==> src/rtl/srx_pkg.sv <==
// ----------------------------------------------------------------------------
// srx_pkg - serial receive mid-bit sampler shared definitions
// Types, register indexes and constants used by the sampler core and top.
// ----------------------------------------------------------------------------
package srx_pkg;

   localparam int unsigned BitTicksW   = 16;
   localparam int unsigned TimeoutW    = 24;
   localparam int unsigned OffsetW     = 20;
   localparam int unsigned IdleW       = 17;
   localparam int unsigned BitIndexW   = 4;
   localparam int unsigned CharW       = 8;
   localparam int unsigned CsrIndexW   = 2;
   localparam int unsigned CsrDataW    = 24;

   localparam logic [BitTicksW-1:0] BIT_TICKS_RST     = 16'd417;
   localparam logic                 FRAME_MODE_RST    = 1'b0;
   localparam logic [TimeoutW-1:0]  TIMEOUT_TICKS_RST = 24'd150000;

   localparam logic [TimeoutW-1:0]  HUNT_MAX   = 24'hFFFFFF;
   localparam logic [CharW-1:0]     CHAR7_MASK = 8'h7F;
   localparam logic [CharW-1:0]     CHAR8_MASK = 8'hFF;
   localparam logic [BitIndexW-1:0] NBITS_7E1  = 4'd7;
   localparam logic [BitIndexW-1:0] NBITS_8N1  = 4'd8;
   localparam logic [OffsetW-1:0]   STOP_SLOT  = 20'd9;

   typedef enum logic [CsrIndexW-1:0] {
      CSR_BIT_TICKS     = 2'd0,
      CSR_FRAME_MODE    = 2'd1,
      CSR_TIMEOUT_TICKS = 2'd2
   } csr_index_type;

   typedef enum logic [2:0] {
      PH_HUNT    = 3'd0,
      PH_CONFIRM = 3'd1,
      PH_DATA    = 3'd2,
      PH_STOP    = 3'd3,
      PH_IDLE    = 3'd4
   } phase_type;

   typedef struct packed {
      logic [BitTicksW-1:0] bit_ticks;
      logic                 frame_mode;
      logic [TimeoutW-1:0]  timeout_ticks;
   } srx_cfg_type;

   typedef struct packed {
      logic             valid;
      logic             timed_out;
      logic [CharW-1:0] char_data;
   } srx_result_type;

endpackage

==> src/rtl/srx_core.sv <==
// ----------------------------------------------------------------------------
// srx_core - receive frame tracker
// Holds the frame state and advances it by one line tick when step is high.
// Result for the current tick is presented combinationally.
// ----------------------------------------------------------------------------
module srx_core
   import srx_pkg::*;
(
   input  logic           clock,
   input  logic           reset,
   input  logic           step,
   input  logic           rx_level,
   input  srx_cfg_type    cfg,
   output srx_result_type result
);

   phase_type             phase_ff,   phase_in;
   logic [OffsetW-1:0]    offset_ff,  offset_in;
   logic [BitIndexW-1:0]  bit_idx_ff, bit_idx_in;
   logic [CharW-1:0]      shift_ff,   shift_in;
   logic [IdleW-1:0]      idle_ff,    idle_in;
   logic [TimeoutW-1:0]   hunt_ff,    hunt_in;

   logic [BitTicksW-1:0]  half;
   logic [OffsetW-1:0]    offset_inc;
   logic [OffsetW-1:0]    data_target;
   logic [OffsetW-1:0]    stop_target;
   logic [BitIndexW-1:0]  bit_idx_inc;
   logic [BitIndexW-1:0]  nbits;
   logic [IdleW-1:0]      idle_inc;
   logic [IdleW-1:0]      idle_limit;
   logic [TimeoutW-1:0]   hunt_bump;

   assign half        = {1'b0, cfg.bit_ticks[BitTicksW-1:1]};
   assign offset_inc  = offset_ff + 1'b1;
   assign bit_idx_inc = bit_idx_ff + 1'b1;
   // data bit i is sampled at (i+1)*bit + bit/2
   assign data_target = ({16'd0, bit_idx_inc} * {4'd0, cfg.bit_ticks}) + {4'd0, half};
   assign stop_target = (STOP_SLOT * {4'd0, cfg.bit_ticks}) + {4'd0, half};
   assign nbits       = cfg.frame_mode ? NBITS_8N1 : NBITS_7E1;
   assign idle_inc    = idle_ff + 1'b1;
   assign idle_limit  = {cfg.bit_ticks, 1'b0};
   assign hunt_bump   = (hunt_ff == HUNT_MAX) ? hunt_ff : hunt_ff + 1'b1;

   // result of this tick
   always_comb begin
      result.valid     = 1'b0;
      result.timed_out = 1'b0;
      result.char_data = shift_ff & (cfg.frame_mode ? CHAR8_MASK : CHAR7_MASK);
      unique case (phase_ff)
         PH_HUNT: begin
            if (hunt_ff >= cfg.timeout_ticks) begin
               result.valid     = 1'b1;
               result.timed_out = 1'b1;
               result.char_data = '0;
            end
         end
         PH_IDLE: begin
            result.valid = rx_level || (idle_inc >= idle_limit);
         end
         PH_STOP: begin
            result.valid = (offset_inc >= stop_target) && rx_level;
         end
         default: begin
            result.valid = 1'b0;
         end
      endcase
   end

   // next state
   always_comb begin
      phase_in   = phase_ff;
      offset_in  = offset_ff;
      bit_idx_in = bit_idx_ff;
      shift_in   = shift_ff;
      idle_in    = idle_ff;
      hunt_in    = hunt_ff;
      unique case (phase_ff)
         PH_HUNT: begin
            if (result.valid) begin
               hunt_in = '0;
            end else begin
               hunt_in = hunt_bump;
               if (!rx_level) begin
                  phase_in   = PH_CONFIRM;
                  offset_in  = '0;
                  bit_idx_in = '0;
                  shift_in   = '0;
                  idle_in    = '0;
               end
            end
         end
         PH_CONFIRM: begin
            offset_in = offset_inc;
            hunt_in   = hunt_bump;
            if (offset_inc >= {4'd0, half}) begin
               if (rx_level) begin
                  phase_in = PH_HUNT;
               end else begin
                  phase_in   = PH_DATA;
                  bit_idx_in = '0;
                  shift_in   = '0;
               end
            end
         end
         PH_DATA: begin
            offset_in = offset_inc;
            if (offset_inc >= data_target) begin
               shift_in   = shift_ff | (CharW'(rx_level) << bit_idx_ff[2:0]);
               bit_idx_in = bit_idx_inc;
               if (bit_idx_inc >= nbits) begin
                  phase_in = PH_STOP;
               end
            end
         end
         PH_STOP: begin
            offset_in = offset_inc;
            if (result.valid) begin
               phase_in = PH_HUNT;
               hunt_in  = '0;
            end else if (offset_inc >= stop_target) begin
               phase_in = PH_IDLE;
               idle_in  = '0;
            end
         end
         PH_IDLE: begin
            idle_in = idle_inc;
            if (result.valid) begin
               phase_in = PH_HUNT;
               hunt_in  = '0;
            end
         end
         default: begin
            phase_in = PH_HUNT;
         end
      endcase
   end

   always_ff @(posedge clock) begin
      if (reset) begin
         phase_ff   <= PH_HUNT;
         offset_ff  <= '0;
         bit_idx_ff <= '0;
         shift_ff   <= '0;
         idle_ff    <= '0;
         hunt_ff    <= '0;
      end else if (step) begin
         phase_ff   <= phase_in;
         offset_ff  <= offset_in;
         bit_idx_ff <= bit_idx_in;
         shift_ff   <= shift_in;
         idle_ff    <= idle_in;
         hunt_ff    <= hunt_in;
      end
   end

   // a character always sends the receiver back to hunting with a fresh count
   a_char_restarts_hunt: assert property (@(posedge clock) disable iff (reset)
      step && result.valid && !result.timed_out |=> phase_ff == PH_HUNT && hunt_ff == '0)
      else $error("character result did not restart hunting");

   // timeouts only come out of the hunting phase
   a_timeout_from_hunt: assert property (@(posedge clock) disable iff (reset)
      result.valid && result.timed_out |-> phase_ff == PH_HUNT)
      else $error("timeout outside hunting");

   a_data_index_range: assert property (@(posedge clock) disable iff (reset)
      phase_ff == PH_DATA |-> bit_idx_ff < NBITS_8N1)
      else $error("bit index out of range in data phase");

endmodule

==> src/rtl/serial_rx_midbit_sampler_top.sv <==
// ----------------------------------------------------------------------------
// serial_rx_midbit_sampler_top - tick-driven 7E1 / 8N1 serial receiver
// Configuration registers, line tick intake and registered result output.
// ----------------------------------------------------------------------------
// Each req item is one line tick (req_tdata[0] = sampled level). The block
// takes one tick per clock: the whole frame update is a single pass from the
// frame state registers through the compare logic back into them, and a
// character or timeout produced by a tick appears on rsp in the next cycle
// from the output register. req_tready drops only while that register holds
// a result that rsp_tready is not taking. Write configuration via csr_* only
// while the line is idle and no result is pending.
// ----------------------------------------------------------------------------
module serial_rx_midbit_sampler_top
   import srx_pkg::*;
(
   input  logic                 clock,
   input  logic                 reset,
   // input ticks
   input  logic                 req_tvalid,
   output logic                 req_tready,
   input  logic [7:0]           req_tdata,   // [0] rx_level, [7:1] zero fill
   // results
   output logic                 rsp_tvalid,
   input  logic                 rsp_tready,
   output logic [CharW-1:0]     rsp_tdata,   // [7:0] char_data
   output logic                 rsp_tuser,   // [0] timed_out
   // configuration writes
   input  logic                 csr_valid,
   output logic                 csr_ready,
   input  logic [CsrIndexW-1:0] csr_index,
   input  logic [CsrDataW-1:0]  csr_data
);

   srx_cfg_type    cfg_ff;
   srx_result_type result;
   logic           step;

   logic             rsp_valid_ff, rsp_valid_in;
   logic [CharW-1:0] rsp_data_ff;
   logic             rsp_user_ff;

   assign csr_ready  = 1'b1;
   assign req_tready = !rsp_valid_ff || rsp_tready;
   assign step       = req_tvalid && req_tready;

   always_ff @(posedge clock) begin
      if (reset) begin
         cfg_ff.bit_ticks     <= BIT_TICKS_RST;
         cfg_ff.frame_mode    <= FRAME_MODE_RST;
         cfg_ff.timeout_ticks <= TIMEOUT_TICKS_RST;
      end else if (csr_valid && csr_ready) begin
         unique case (csr_index)
            CSR_BIT_TICKS:     cfg_ff.bit_ticks     <= csr_data[BitTicksW-1:0];
            CSR_FRAME_MODE:    cfg_ff.frame_mode    <= csr_data[0];
            CSR_TIMEOUT_TICKS: cfg_ff.timeout_ticks <= csr_data[TimeoutW-1:0];
            default: begin
            end
         endcase
      end
   end

   srx_core u_core (
      .clock    (clock),
      .reset    (reset),
      .step     (step),
      .rx_level (req_tdata[0]),
      .cfg      (cfg_ff),
      .result   (result)
   );

   always_comb begin
      priority if (step && result.valid) begin
         rsp_valid_in = 1'b1;
      end else if (rsp_tready) begin
         rsp_valid_in = 1'b0;
      end else begin
         rsp_valid_in = rsp_valid_ff;
      end
   end

   always_ff @(posedge clock) begin
      if (reset) begin
         rsp_valid_ff <= 1'b0;
      end else begin
         rsp_valid_ff <= rsp_valid_in;
      end
   end

   always_ff @(posedge clock) begin
      if (step && result.valid) begin
         rsp_data_ff <= result.char_data;
         rsp_user_ff <= result.timed_out;
      end
   end

   assign rsp_tvalid = rsp_valid_ff;
   assign rsp_tdata  = rsp_data_ff;
   assign rsp_tuser  = rsp_user_ff;

   // a held result must block new ticks, or a second result would overwrite it
   a_full_blocks_input: assert property (@(posedge clock) disable iff (reset)
      rsp_valid_ff && !rsp_tready |-> !req_tready)
      else $error("tick accepted while result stalled");

   a_timeout_zero_char: assert property (@(posedge clock) disable iff (reset)
      rsp_valid_ff && rsp_user_ff |-> rsp_data_ff == '0)
      else $error("timeout result carries character data");

   a_seven_bit_clear: assert property (@(posedge clock) disable iff (reset)
      step && result.valid && !cfg_ff.frame_mode |=> !rsp_data_ff[CharW-1])
      else $error("bit 7 set in seven-bit mode");

endmodule
==> config.mk <==
export PLATFORM = sky130hd
export DESIGN_NAME = serial_rx_midbit_sampler_top
export DESIGN_NICKNAME = d
export VERILOG_FILES = /design/src/rtl/srx_pkg.sv /design/src/rtl/srx_core.sv /design/src/rtl/serial_rx_midbit_sampler_top.sv
export SDC_FILE = /design/constraint.sdc
export NUM_CORES = 1
export LEC_CHECK = 0
export BUFFER_PORTS_ARGS = -buffer_cell sky130_fd_sc_hd__buf_2
export CAP_MARGIN = 20
export CORE_AREA = 10 10 166 168
export CTS_CLUSTER_SIZE = 30
export DETAILED_ROUTE_END_ITERATION = 8
export DIE_AREA = 0 0 176 178
export PLACE_DENSITY = 0.74
export SYNTH_ARGS = -nofsm -noshare
export SYNTH_HDL_FRONTEND = slang
export SYNTH_SLANG_ARGS = --single-unit
==> constraint.sdc <==
create_clock -name clock -period 17.45 [get_ports clock]
set_input_delay 1.745 -clock clock [delete_from_list [all_inputs] [get_ports clock]]
set_output_delay 1.745 -clock clock [all_outputs]
set_load 0.005 [all_outputs]
# Word-level counts from Yosys, hierarchy flattened
# Cells that the tools add are included.
[classes]
n_addsub = 6
multipliers = 2
order_cmp = 6
eq_ne = 17
shift = 1
n_mux = 39
bitwise = 2
reduce_logical = 23
[op_table]
columns = ["op", "count"]
rows = [
  ["2-to-1 mux 24 bit", 3],
  ["case mux 24 bit (3 select lines)", 1],
  ["2-to-1 mux 17 bit", 4],
  ["case mux 17 bit (3 select lines)", 1],
  ["2-to-1 mux 8 bit", 6],
  ["adder 20 x 15 -> 20 bit", 2],
  ["greater-or-equal comparator 20 bit", 2],
  ["2-to-1 mux 20 bit", 2],
  ["case mux 20 bit (2 select lines)", 1],
  ["adder 24 x 1 -> 24 bit, second input constant", 1],
  ["== test 24 bit, second input constant", 1],
  ["greater-or-equal comparator 24 bit", 1],
  ["2-to-1 mux 3 bit", 8],
  ["case mux 8 bit (3 select lines)", 1],
  ["adder 20 x 1 -> 20 bit, second input constant", 1],
  ["greater-or-equal comparator 20 x 15 -> 1 bit", 1],
  ["multiplier 4 x 16 -> 20 bit", 1],
  ["multiplier 4 x 16 -> 20 bit, first input constant", 1],
  ["2-to-1 mux 4 bit", 5],
  ["adder 17 x 1 -> 17 bit, second input constant", 1],
  ["greater-or-equal comparator 17 bit", 1],
  ["case mux 3 bit (5 select lines)", 1],
  ["case mux 4 bit (3 select lines)", 1],
  ["2-to-1 mux 10 bit", 1],
  ["31 further kinds", 48],
]
[word_totals]
regBits = 127
input_bits = 39
out_inout_bits = 12
wordCells = 108

# Longest topological paths before layout
# Gate-level depths: netlist of the first run.
[depth]
ltp_word = 7
ltp_mapped = 31

# By module
# Synthesis of the first run repeated with hierarchy kept, for this count alone.
[hier_totals]
cells_unflattened = 1524
area_unflattened_um2 = 12446.9
[by_module_without_submodules]
columns = ["mod", "instances", "cells_each", "area_per_inst_um2"]
rows = [
  ["srx_core", 1, 1337, 10381.2],
  ["serial_rx_midbit_sampler_top", 1, 187, 2065.7],
]

# Worst setup path after synthesis of the first run
# OpenSTA, ideal clock, no wires.
[synth_timing]
path_type = "register to register"
from = "reg u_core.bit_idx_ff[2]"
to = "reg u_core.shift_ff[5]"
arrival_time_ns = 6.716
required_ns = 17.392
setup_slack_ns = 10.676
path_stages_with_launch = 28
n_path_buf = 2
synth_period_minus_slack_ns = 6.774
path_cell_list = "dfxtp_1 clkbuf_1 nand3_1 xor2_1 clkbuf_1 nor2_1 fa_1 fa_1 inv_1 fa_1 inv_1 ha_1 a211o_1 o41a_1 a41oi_1 a21oi_1 a221o_1 a21oi_1 xor2_1 ha_1 a21o_1 a211oi_1 o211ai_1 a211oi_1 a41o_1 nor4_4 a21o_2 o21ba_1"
[synth_between]
elab_chain_cells = 6
[synth_lines]
columns = ["element", "line_no", "rtl"]
rows = [
  ["from (decl)", "srx_core.sv:19", "logic [BitIndexW-1:0] bit_idx_ff, bit_idx_in;"],
  ["from (signal assigned)", "srx_core.sv:150", "bit_idx_ff <= bit_idx_in;"],
  ["adder 4 x 1 -> 4 bit", "srx_core.sv:36", "assign bit_idx_inc = bit_idx_ff + 1'b1;"],
  ["multiplier 4 x 16 -> 20 bit", "srx_core.sv:38", "assign data_target = ({16'd0, bit_idx_inc} * {4'd0, cfg.bit_ticks}) + {4'd0, half};"],
  ["adder 20 x 15 -> 20 bit", "srx_core.sv:38", ""],
  ["greater-or-equal comparator 20 bit", "srx_core.sv:108", "if (offset_inc >= data_target) begin"],
  ["!= test 2 x 1 -> 1 bit (no source line)", "-", ""],
  ["AND reduction 5 bit (no source line)", "-", ""],
  ["to (signal assigned)", "srx_core.sv:151", "shift_ff <= shift_in;"],
  ["to (decl)", "srx_core.sv:20", "logic [CharW-1:0] shift_ff, shift_in;"],
]
# Several ways; a longest one is shown, not always the timed one. The select of a mux whose other input is x is not followed.
# A chain may end at the register's enable or synchronous reset.

# Worst setup path in the final report of the first run
[layout_timing]
from = "reg u_core.bit_idx_ff[0]"
to = "reg u_core.shift_ff[5]"
# The elaborated chain is that of the path after synthesis.

==> results.toml, run 1 <==
[status]
status = "complete, no violations"

[finish]
num_antenna_cells = 0
post_route_cells_drive_above_1_share = 0.0684
final_instance_area_um2 = 12800
layoutNonFillerInstCount = 1800
nets = 1724
layout-area-overhead-vs-synth_pct = 9.26

[logic_synthesis]
yosys.cell_count.top_type = "ha_1"
ys_warn_count = 0
ys_async_rst_share = 0
syn_avg_cell_area_um2 = 8.13
synth.area.top_cells = "dfxtp_1 (20%), ha_1 (18%), fa_1 (9.2%)"
area_of_the_mapped_netlist_um2 = 11700
netlist_top_cells_count = "ha_1 (168), inv_1 (156), nor2_1 (138)"
yosys_register_bits = 127
yosysTopAreaCell = "dfxtp_1"
share_of_synthesized_area_occupied_by_flip_flops_and_latches = 0.225
ys.flop_type = "dfxtp_1"
post_synth_inst_count = 1440
synth_enable_flop_cells = 9
synthDominantCellAreaShare = 0.202
postSynthNetCount = 1701
yosys.cell_types.count = 72

[clock_tree]
clk_pin_slew_worst_paths_ns = 0.06
worstSkewPairLatency_ns = 0.43
cts.sink_count = 127
max-clock-path-buffers = 2
clock_tree_from_tritoncts = "built"
cts_root_buf = "clkbuf_16"
cts_hold_buffers = 0
postCtsSetupBuffers = 0
ctsHtreeMaxLevel = 4
cts-buffers-inserted = 17
post_cts.resized_instances = 0

[setup_path]
path_max_fanout = 25
timing_worst_setup_path_type = "flip-flop to flip-flop"
worst_setup_path_end_kind = "flip-flop"
crit_required_ns = 17.78
worstPathArrival_ns = 8.59
crit_path_start_kind = "flip-flop"

[floorplan]
total_die_area_um2 = 31300
core_area_um2 = 24100
die_height_um = 178
floorplan.initialDensity = 0.486
floorplan.die.width_um = 176
ios = 51
floorplan.rows = 57

[grt]
first_global_vias = 9794
gr-total-overflow = 0
grt_start_max_net_pins = 86
grt_antenna_before_repair = 0
grt_util_all_layers = 0.187
global_route_wire_length_before_repair_um = 48100

[timing]
timing.final.max_slew_violations = 0
final_hold_viol_count = 0
timing.setup.tns_ns = 0
period_share = 0.473
maxClockFrequency_mhz = 121
holdWs_ns = 0.456
worst_clock_skew_ns = 0.0141
layout_min_cycle_time_ns = 8.26
timing.slew.headroom = 0.288
setup_violations = 0
rsz0062_at_grt = "false"
worstMarginPinSlew_ns = 1.07

[power_and_ir_drop]
power_density_nw_per_um2 = 64.8
power_leakage_uw = 0.00603
max-vdd-ir-drop_uv = 63.6

[routing]
drt_iter0_drc = 743
drc_errors = 0
post_drt_via_cell_ratio = 5.67
dr.pass1.iters = 6
routed_wire_length_per_instance_um = 16.5
via_count = 10205
drt.antenna.violating_nets = 0
detail_route.wirelength_um = 29600

[place]
place_hpwl_um = 22700
gpl.final_weighted_congestion = 0.900
placed_cells_incl_taps = 1767
buffer_ports.inserted = 42
placement.cell_area_um2 = 12200

[flow_run]
maxCapViolCount = 0

[worst_hold_path]
min-delay-path-class = "flip-flop to flip-flop"
-- cell usage in the layout (no fill, tap or decap), types with 11 or more instances in the layout --
cell type / n
nand2_1: 134
and3_1: 23
xor2_1: 46
nand3_1: 42
inv_1: 156
nand2b_1: 17
o21ai_0: 54
xnor2_1: 34
a21o_1: 18
fa_1: 54
dfxtp_1: 118
and2_1: 36
nor3_1: 21
a31oi_1: 15
or3_1: 11
nand4_1: 25
ha_1: 168
a21oi_1: 120
buf_2: 42
a211o_1: 15
clkbuf_16: 18
nor2b_1: 11
nor2_1: 138
-- cell type report --
| type | instances | area, um^2 |
|---|---|---|
| clock buffer | 18 | 450 |
| multi-input combinational | 1110 | 8300 |
| inverter | 156 | 586 |
| sequential | 127 | 2630 |
| timing repair buffer | 51 | 282 |
| tap | 324 | 405 |
| fill | 2283 | 11300 |
| clock inverter | 14 | 141 |
-- flip-flops by register name, summed over array words and instances, names as in the netlist --
name,flops
rsp_tuser,1
u_core.phase_ff,3
u_core.offset_ff,20
rsp_tdata,8
cfg_ff,41
rsp_tvalid,1
u_core.hunt_ff,24
u_core.idle_ff,17
u_core.bit_idx_ff,4
u_core.shift_ff,8
-- final timing paths --
path	from	endpoint	slack [ns]	cells after the start
max reg2reg	u_core.bit_idx_ff[0]	u_core.shift_ff[5]	9.19	26
min reg2reg	cfg_ff[16]	cfg_ff[16]	0.46	2
min	cfg_ff[16]	cfg_ff[16]	0.46	2
max	u_core.bit_idx_ff[0]	u_core.shift_ff[5]	9.19	26
-- routing by layer --
| layer | global-route usage | vias to the layer above | wire, um |
|---|---|---|---|
| li1 | - | 5013 | - |
| met1 | 0.235 | 4941 | 13600 |
| met2 | 0.324 | 220 | 14400 |
| met3 | 0.0277 | 31 | 1250 |
| met4 | 0.0558 | 0 | 462 |
| met5 | 0 | - | 0 |
-- cells by family (layout without fill, tap and decap cells) --
logic type	after synthesis	in the layout	synth area share
simple gates	512	512	0.219
xor+xnor	80	80	0.0598
buf+inv	203	239	0.0670
compound gates	286	286	0.150
mux	9	9	0.00780
other cells	1	1	0.000320
fa+ha+maj	222	222	0.272
flops	127	127	0.225
-- worst max-delay path, cell delays in order, from the launching register on --
cell and delay [ns]:
dfxtp_1 0.91, ha_1 0.35, xor2_1 0.26, buf_4 0.26, and2_1 0.17, fa_1 0.45
fa_1 0.54, inv_1 0.05, fa_1 0.49, inv_1 0.04, ha_1 0.38, a211o_1 0.39
nand2b_1 0.16, a31o_2 0.21, a31oi_1 0.27, o21ai_0 0.23, a221oi_1 0.40, a211o_1 0.19
xor2_1 0.08, ha_1 0.32, nand4_1 0.16, nor3_1 0.21, a211oi_1 0.10, a41o_1 0.33
nor4_4 0.68, a21o_2 0.33, o21ba_1 0.17
-- where the power goes --
group / total [uW] / internal [uW] / switching [uW]
clock network: 364 / 209 / 155
logic: 158 / 59.0 / 98.5
registers: 307 / 299 / 8.69
total: 829 / 567 / 262
-- through the flow --
| stage | total power [uW] | setup slack, ns | util |
|---|---|---|---|
| after floorplan | 426 | 10.68 | - |
| after global placement | 464 | 9.36 | 0.506 |
| after detailed placement | 468 | 9.25 | 0.506 |
| after CTS | 831 | 9.24 | 0.530 |
| after global routing | 864 | 8.68 | 0.531 |
| final | 829 | 9.19 | 0.531 |
(Power assumes the default switching activity.)
==> run 2: changes to the inputs <==
--- a/config.mk
+++ b/config.mk
@@ -11,7 +11,7 @@
 export CTS_CLUSTER_SIZE = 30
 export DETAILED_ROUTE_END_ITERATION = 8
 export DIE_AREA = 0 0 176 178
-export PLACE_DENSITY = 0.74
+export PLACE_DENSITY = 0.77
 export SYNTH_ARGS = -nofsm -noshare
 export SYNTH_HDL_FRONTEND = slang
 export SYNTH_SLANG_ARGS = --single-unit
==> constraint.sdc (replaced) <==
create_clock -name clock -period 7.1 [get_ports clock]
set_input_delay 0.71 -clock clock [delete_from_list [all_inputs] [get_ports clock]]
set_output_delay 0.71 -clock clock [all_outputs]
set_load 0.005 [all_outputs]
==> run 2 against run 1 <==
Clock-buffer cell count fell by 1. Global-route usage increased by 0.17 points. Non-clock buffer count grew 22. Critical endpoint unchanged.
==> results.toml, run 2 (synthesized netlist as in run 1, its figures left out) <==
[routing]
post_drt_via_cell_ratio = 5.72
detail_route.wirelength_um = 30100
drt.antenna.violating_nets = 0
routed_wire_length_per_instance_um = 16.5
drc_errors = 0
dr.pass1.iters = 6
drt_iter0_drc = 918
via_count = 10417

[setup_path]
critical_path.startpoint = "u_core.bit_idx_ff[2]"
ff2ff_path_depth = 30
timing_worst_setup_path_type = "flip-flop to flip-flop"
worstReg2RegStart = "u_core.bit_idx_ff[2]"
critical_path.reg2reg.endpoint = "u_core.shift_ff[5]"
slowest_delay_ns = 0.54
timing.critical_path.depth = 30
setup.worst_path.end = "u_core.shift_ff[5]"
path_max_fanout = 8
crit_path_start_kind = "flip-flop"
crit_slowest_cell = "fa_1"
crit_family = "compound AO/OA/AOI/OAI gates"
reg2reg_setup_slack_ns = 0.32
worst_setup_path_end_kind = "flip-flop"
crit_required_ns = 7.43
worstPathArrival_ns = 7.11
timing.critical_path.buf_inv = 5

[clock_tree]
cts_hold_buffers = 0
cts.sink_count = 127
cts_root_buf = "clkbuf_16"
clock_tree_from_tritoncts = "built"
worstSkewPairLatency_ns = 0.44
clk_pin_slew_worst_paths_ns = 0.07
cts-buffers-inserted = 17
ctsHtreeMaxLevel = 4
max-clock-path-buffers = 2

[timing]
final_hold_viol_count = 0
worst_clock_skew_ns = 0.0119
setup_violations = 0
timing.final.max_slew_violations = 0
layout_min_cycle_time_ns = 6.78
period_share = 0.956
worstMarginPinSlew_ns = 1.07
holdWs_ns = 0.457
timing.slew.headroom = 0.285
maxClockFrequency_mhz = 147

[power_and_ir_drop]
power_density_nw_per_um2 = 155
design_power_total_uw = 2030
max-vdd-ir-drop_uv = 140
power_leakage_uw = 0.00614

[grt]
global_route_wire_length_before_repair_um = 48800
gr-total-overflow = 0
grt_start_max_net_pins = 85
grt_util_all_layers = 0.188
first_global_vias = 10110
grt_antenna_before_repair = 1

[floorplan]
total_die_area_um2 = 31300
core_area_um2 = 24100
floorplan.rows = 57
ios = 51
floorplan.die.width_um = 176
floorplan.initialDensity = 0.486
die_height_um = 178

[place]
place_hpwl_um = 22900
placed_cells_incl_taps = 1785
placement.cell_area_um2 = 12300
buffer_ports.inserted = 42
gpl.final_weighted_congestion = 0.911

[finish]
final_instance_area_um2 = 13000
num_antenna_cells = 0
post_route_cells_drive_above_1_share = 0.0881
layout_common_cells = "ha_1 (167), inv_1 (156), nor2_1 (138)"
reg.largest.list = "cfg_ff: 41 flops, u_core.hunt_ff: 24 flops, u_core.offset_ff: 20 flops"
final_common_cell = "ha_1"
nets = 1746
largest_register_ff_count = 41
layout-area-overhead-vs-synth_pct = 11.2
max_flop_register = "cfg_ff"
final.fill_count = 2231
layoutNonFillerInstCount = 1822

[flow_run]
maxCapViolCount = 0

[worst_hold_path]
min-delay-path-class = "flip-flop to flip-flop"

[status]
status = "complete, no violations"
-- run 2: tightest hold or removal path, delay by kind of cell (launching register included) --
kind	cells	cell delay, ns
flops	1	0.31
simple gates	1	0.05
compound gates	1	0.05
-- run 2: final cells by class --
cell class | count | area [um^2] | area share
Clock buffer | 17 | 425 | 0.0327
Clock inverter | 15 | 150 | 0.0115
Inverter | 156 | 586 | 0.0450
Multi-Input combinational cell | 1110 | 8350 | 0.641
Sequential cell | 127 | 2640 | 0.202
Tap cell | 324 | 405 | 0.0311
Timing Repair Buffer | 73 | 468 | 0.0359
-- run 2: report_power, final --
part,internal [uW],switching [uW],leakage (uW)
Clock,466,402,0.000278
Combinational,156,248,0.00482
Sequential,734,19.8,0.00104
Total,1360,670,0.00614
-- run 2: per-layer routing --
layer / vias up / global-route usage / part of all wire
li1: 5072 / - / -
met1: 5010 / 0.238 / 0.44
met2: 282 / 0.322 / 0.48
met3: 53 / 0.0302 / 0.053
met4: 0 / 0.0590 / 0.023
met5: - / 0 / 0
-- run 2: metrics by stage --
step	utilization	setup TNS [ns]	worst slack, ns
CTS	0.535	0	0.0110
finish	0.540	0	0.315
detailed placement	0.511	-0.0183	-0.0183
floorplan	-	0	0.326
global route	0.540	-0.00356	-0.00356
global placement	0.511	0	0.167
-- run 2: worst min-delay path by stage --
stage                             startpoint  depth (start not counted)                 end  slack [ns]
after floorplan           u_core.shift_ff[0]                          2  u_core.shift_ff[0]        0.43
after global placement             cfg_ff[3]                          2           cfg_ff[3]        0.44
after detailed placement          cfg_ff[10]                          2          cfg_ff[10]        0.45
after CTS                         cfg_ff[10]                          2          cfg_ff[10]        0.46
after global routing              cfg_ff[20]                          2          cfg_ff[20]        0.47
final                             cfg_ff[20]                          2          cfg_ff[20]        0.46
-- run 2: what timing repair did --
action | CTS | global route
pin swaps | 1 | 3
endpoints found under the setup margin | 2 | 15
resized for setup | 0 | 14
setup buffers | 0 | 4
gates cloned | 0 | 0
==> run 3: changes to the inputs <==
==> constraint.sdc (replaced) <==
create_clock -name clock -period 7.1 [get_ports clock]
set_input_delay 0.355 -clock clock [delete_from_list [all_inputs] [get_ports clock]]
set_output_delay 0.355 -clock clock [all_outputs]
set_load 0.005 [all_outputs]
==> run 3 against run 2 <==
Flip-flop and latch count stayed put. Design area hardly changed. Clock-buffer cell count stayed put. Worst setup slack worse by 0.015 ns. Critical path depth is 4 lower. Global-route usage is 0.17 points higher. Non-clock buffer count is 3 lower. Core utilization hardly changed. Power hardly changed. Register-to-register slack hardly changed.
==> results.toml, run 3 (synthesized netlist as in run 1, its figures left out) <==
[status]
status = "complete, no violations"

[finish]
reg.largest.list = "cfg_ff: 41 flops, u_core.hunt_ff: 24 flops, u_core.offset_ff: 20 flops"
largest_register_ff_count = 41
num_antenna_cells = 0
layout_common_cells = "ha_1 (167), inv_1 (156), nor2_1 (138)"
final_common_cell = "ha_1"
post_route_cells_drive_above_1_share = 0.0870
layout-area-overhead-vs-synth_pct = 11.1
max_flop_register = "cfg_ff"
final.fill_count = 2211
nets = 1743
postLayoutCoreUtil = 0.540

[floorplan]
floorplan.initialDensity = 0.486
total_die_area_um2 = 31300
floorplan.rows = 57
floorplan.die.width_um = 176
ios = 51
die_height_um = 178
core_area_um2 = 24100

[grt]
gr-total-overflow = 0
grt_antenna_before_repair = 0
grt_start_max_net_pins = 86
first_global_vias = 10096
global_route_wire_length_before_repair_um = 49100
grt_util_all_layers = 0.190

[clock_tree]
max-clock-path-buffers = 2
clock_tree_from_tritoncts = "built"
ctsHtreeMaxLevel = 4
cts.sink_count = 127
clk_pin_slew_worst_paths_ns = 0.08
worstSkewPairLatency_ns = 0.44
cts_root_buf = "clkbuf_16"
cts-buffers-inserted = 17

[place]
buffer_ports.inserted = 42
gpl.final_weighted_congestion = 0.909
place_hpwl_um = 22900

[timing]
layout_min_cycle_time_ns = 6.80
maxClockFrequency_mhz = 147
timing.final.max_slew_violations = 0
setup_violations = 0
timing.slew.headroom = 0.329
worst_clock_skew_ns = 0.0186
final_hold_viol_count = 0
worstMarginPinSlew_ns = 1.01
period_share = 0.958
timing.setup.tns_ns = 0

[power_and_ir_drop]
pwr-share-comb = 0.197
power_leakage_uw = 0.00613
max-vdd-ir-drop_uv = 128
netSwitchingFraction = 0.330
p_seq_frac = 0.371
power.switching_uw = 669
clock_power_frac = 0.431
p_int_uw = 1360
power_density_nw_per_um2 = 156

[worst_hold_path]
min-delay-path-class = "input pin to flip-flop"

[setup_path]
crit_required_ns = 7.39
worst_setup_path_end_kind = "flip-flop"
worstPathArrival_ns = 7.09
path_max_fanout = 7
crit_path_start_kind = "flip-flop"
timing_worst_setup_path_type = "flip-flop to flip-flop"

[routing]
dr.pass1.iters = 5
drt_iter0_drc = 900
post_drt_via_cell_ratio = 5.71
routed_wire_length_per_instance_um = 16.5
detail_route.wirelength_um = 30100
drt.antenna.violating_nets = 0
drc_errors = 0
via_count = 10388

[flow_run]
maxCapViolCount = 0
-- run 3: through the flow --
stage	std cells	instance area (um^2)	total power, uW	hold WS (ns)	setup WS (ns)
after global placement	1785	12300	1140	0.444	0.180
final	1819	13000	2030	0.140	0.301
after global routing	1819	13000	2120	0.138	-0.0239
after detailed placement	1785	12300	1150	0.448	0.0762
after floorplan	1440	11700	1050	0.428	0.326
after CTS	1817	12900	2020	0.133	0.0245
-- run 3: layout make-up --
class / instances / area, um^2 / share of cell area
Tap cell: 324 / 405 / 0.0312
Inverter: 156 / 586 / 0.0450
Clock inverter: 15 / 166 / 0.0128
Clock buffer: 17 / 425 / 0.0327
Multi-Input combinational cell: 1110 / 8360 / 0.642
Timing Repair Buffer: 70 / 435 / 0.0335
Sequential cell: 127 / 2640 / 0.202
-- run 3: critical path: stages (launching register included) --
cell and delay [ns]:
dfxtp_2 0.42, nand3_1 0.12, xor2_1 0.19, buf_6 0.16, nor2_1 0.06, fa_1 0.50
fa_1 0.55, inv_1 0.05, fa_1 0.49, inv_1 0.04, ha_1 0.29, a211o_1 0.37
o41a_1 0.43, a41oi_2 0.23, a21oi_1 0.14, a221o_1 0.34, a21oi_1 0.17, xor2_1 0.09
ha_1 0.33, nand4_1 0.17, nor3_1 0.22, a211oi_1 0.09, a41o_2 0.34, nor4_4 0.36
buf_4 0.21, mux2i_1 0.21, nor2_1 0.05
-- run 3: repair_timing --
action,in CTS,in global routing
endpoints found under the setup margin,0,15
gates resized for setup,0,16
setup buffers,0,1
hold buffers,0,0
-- run 3: final timing paths --
check                       startpoint              endpoint  slack [ns]  depth (start not counted)
setup / recovery  u_core.bit_idx_ff[2]  u_core.bit_idx_ff[3]        0.30                         26
setup reg to reg  u_core.bit_idx_ff[2]  u_core.bit_idx_ff[3]        0.30                         26
hold / removal            csr_data[17]            cfg_ff[17]        0.14                          2
hold reg to reg             cfg_ff[21]            cfg_ff[21]        0.45                          2
-- run 3: power groups by stage --
stage               combinational (uW)  sequential (uW)  clock [uW]
global placement                   373              768           0
global route                       450              754         912
CTS                                390              752         879
finish                             400              753         874
detailed placement                 385              768           0
floorplan                          288              759           0
-- run 3: routing by layer --
| metal | global-route usage | share of wire | vias up | routed length [um] |
|---|---|---|---|---|
| met1 | 0.237 | 0.44 | 4980 | 13300 |
| met4 | 0.0495 | 0.018 | 0 | 546 |
| met3 | 0.0340 | 0.057 | 45 | 1710 |
| met5 | 0 | 0 | - | 0 |
| met2 | 0.331 | 0.48 | 313 | 14500 |
| li1 | - | - | 5050 | - |
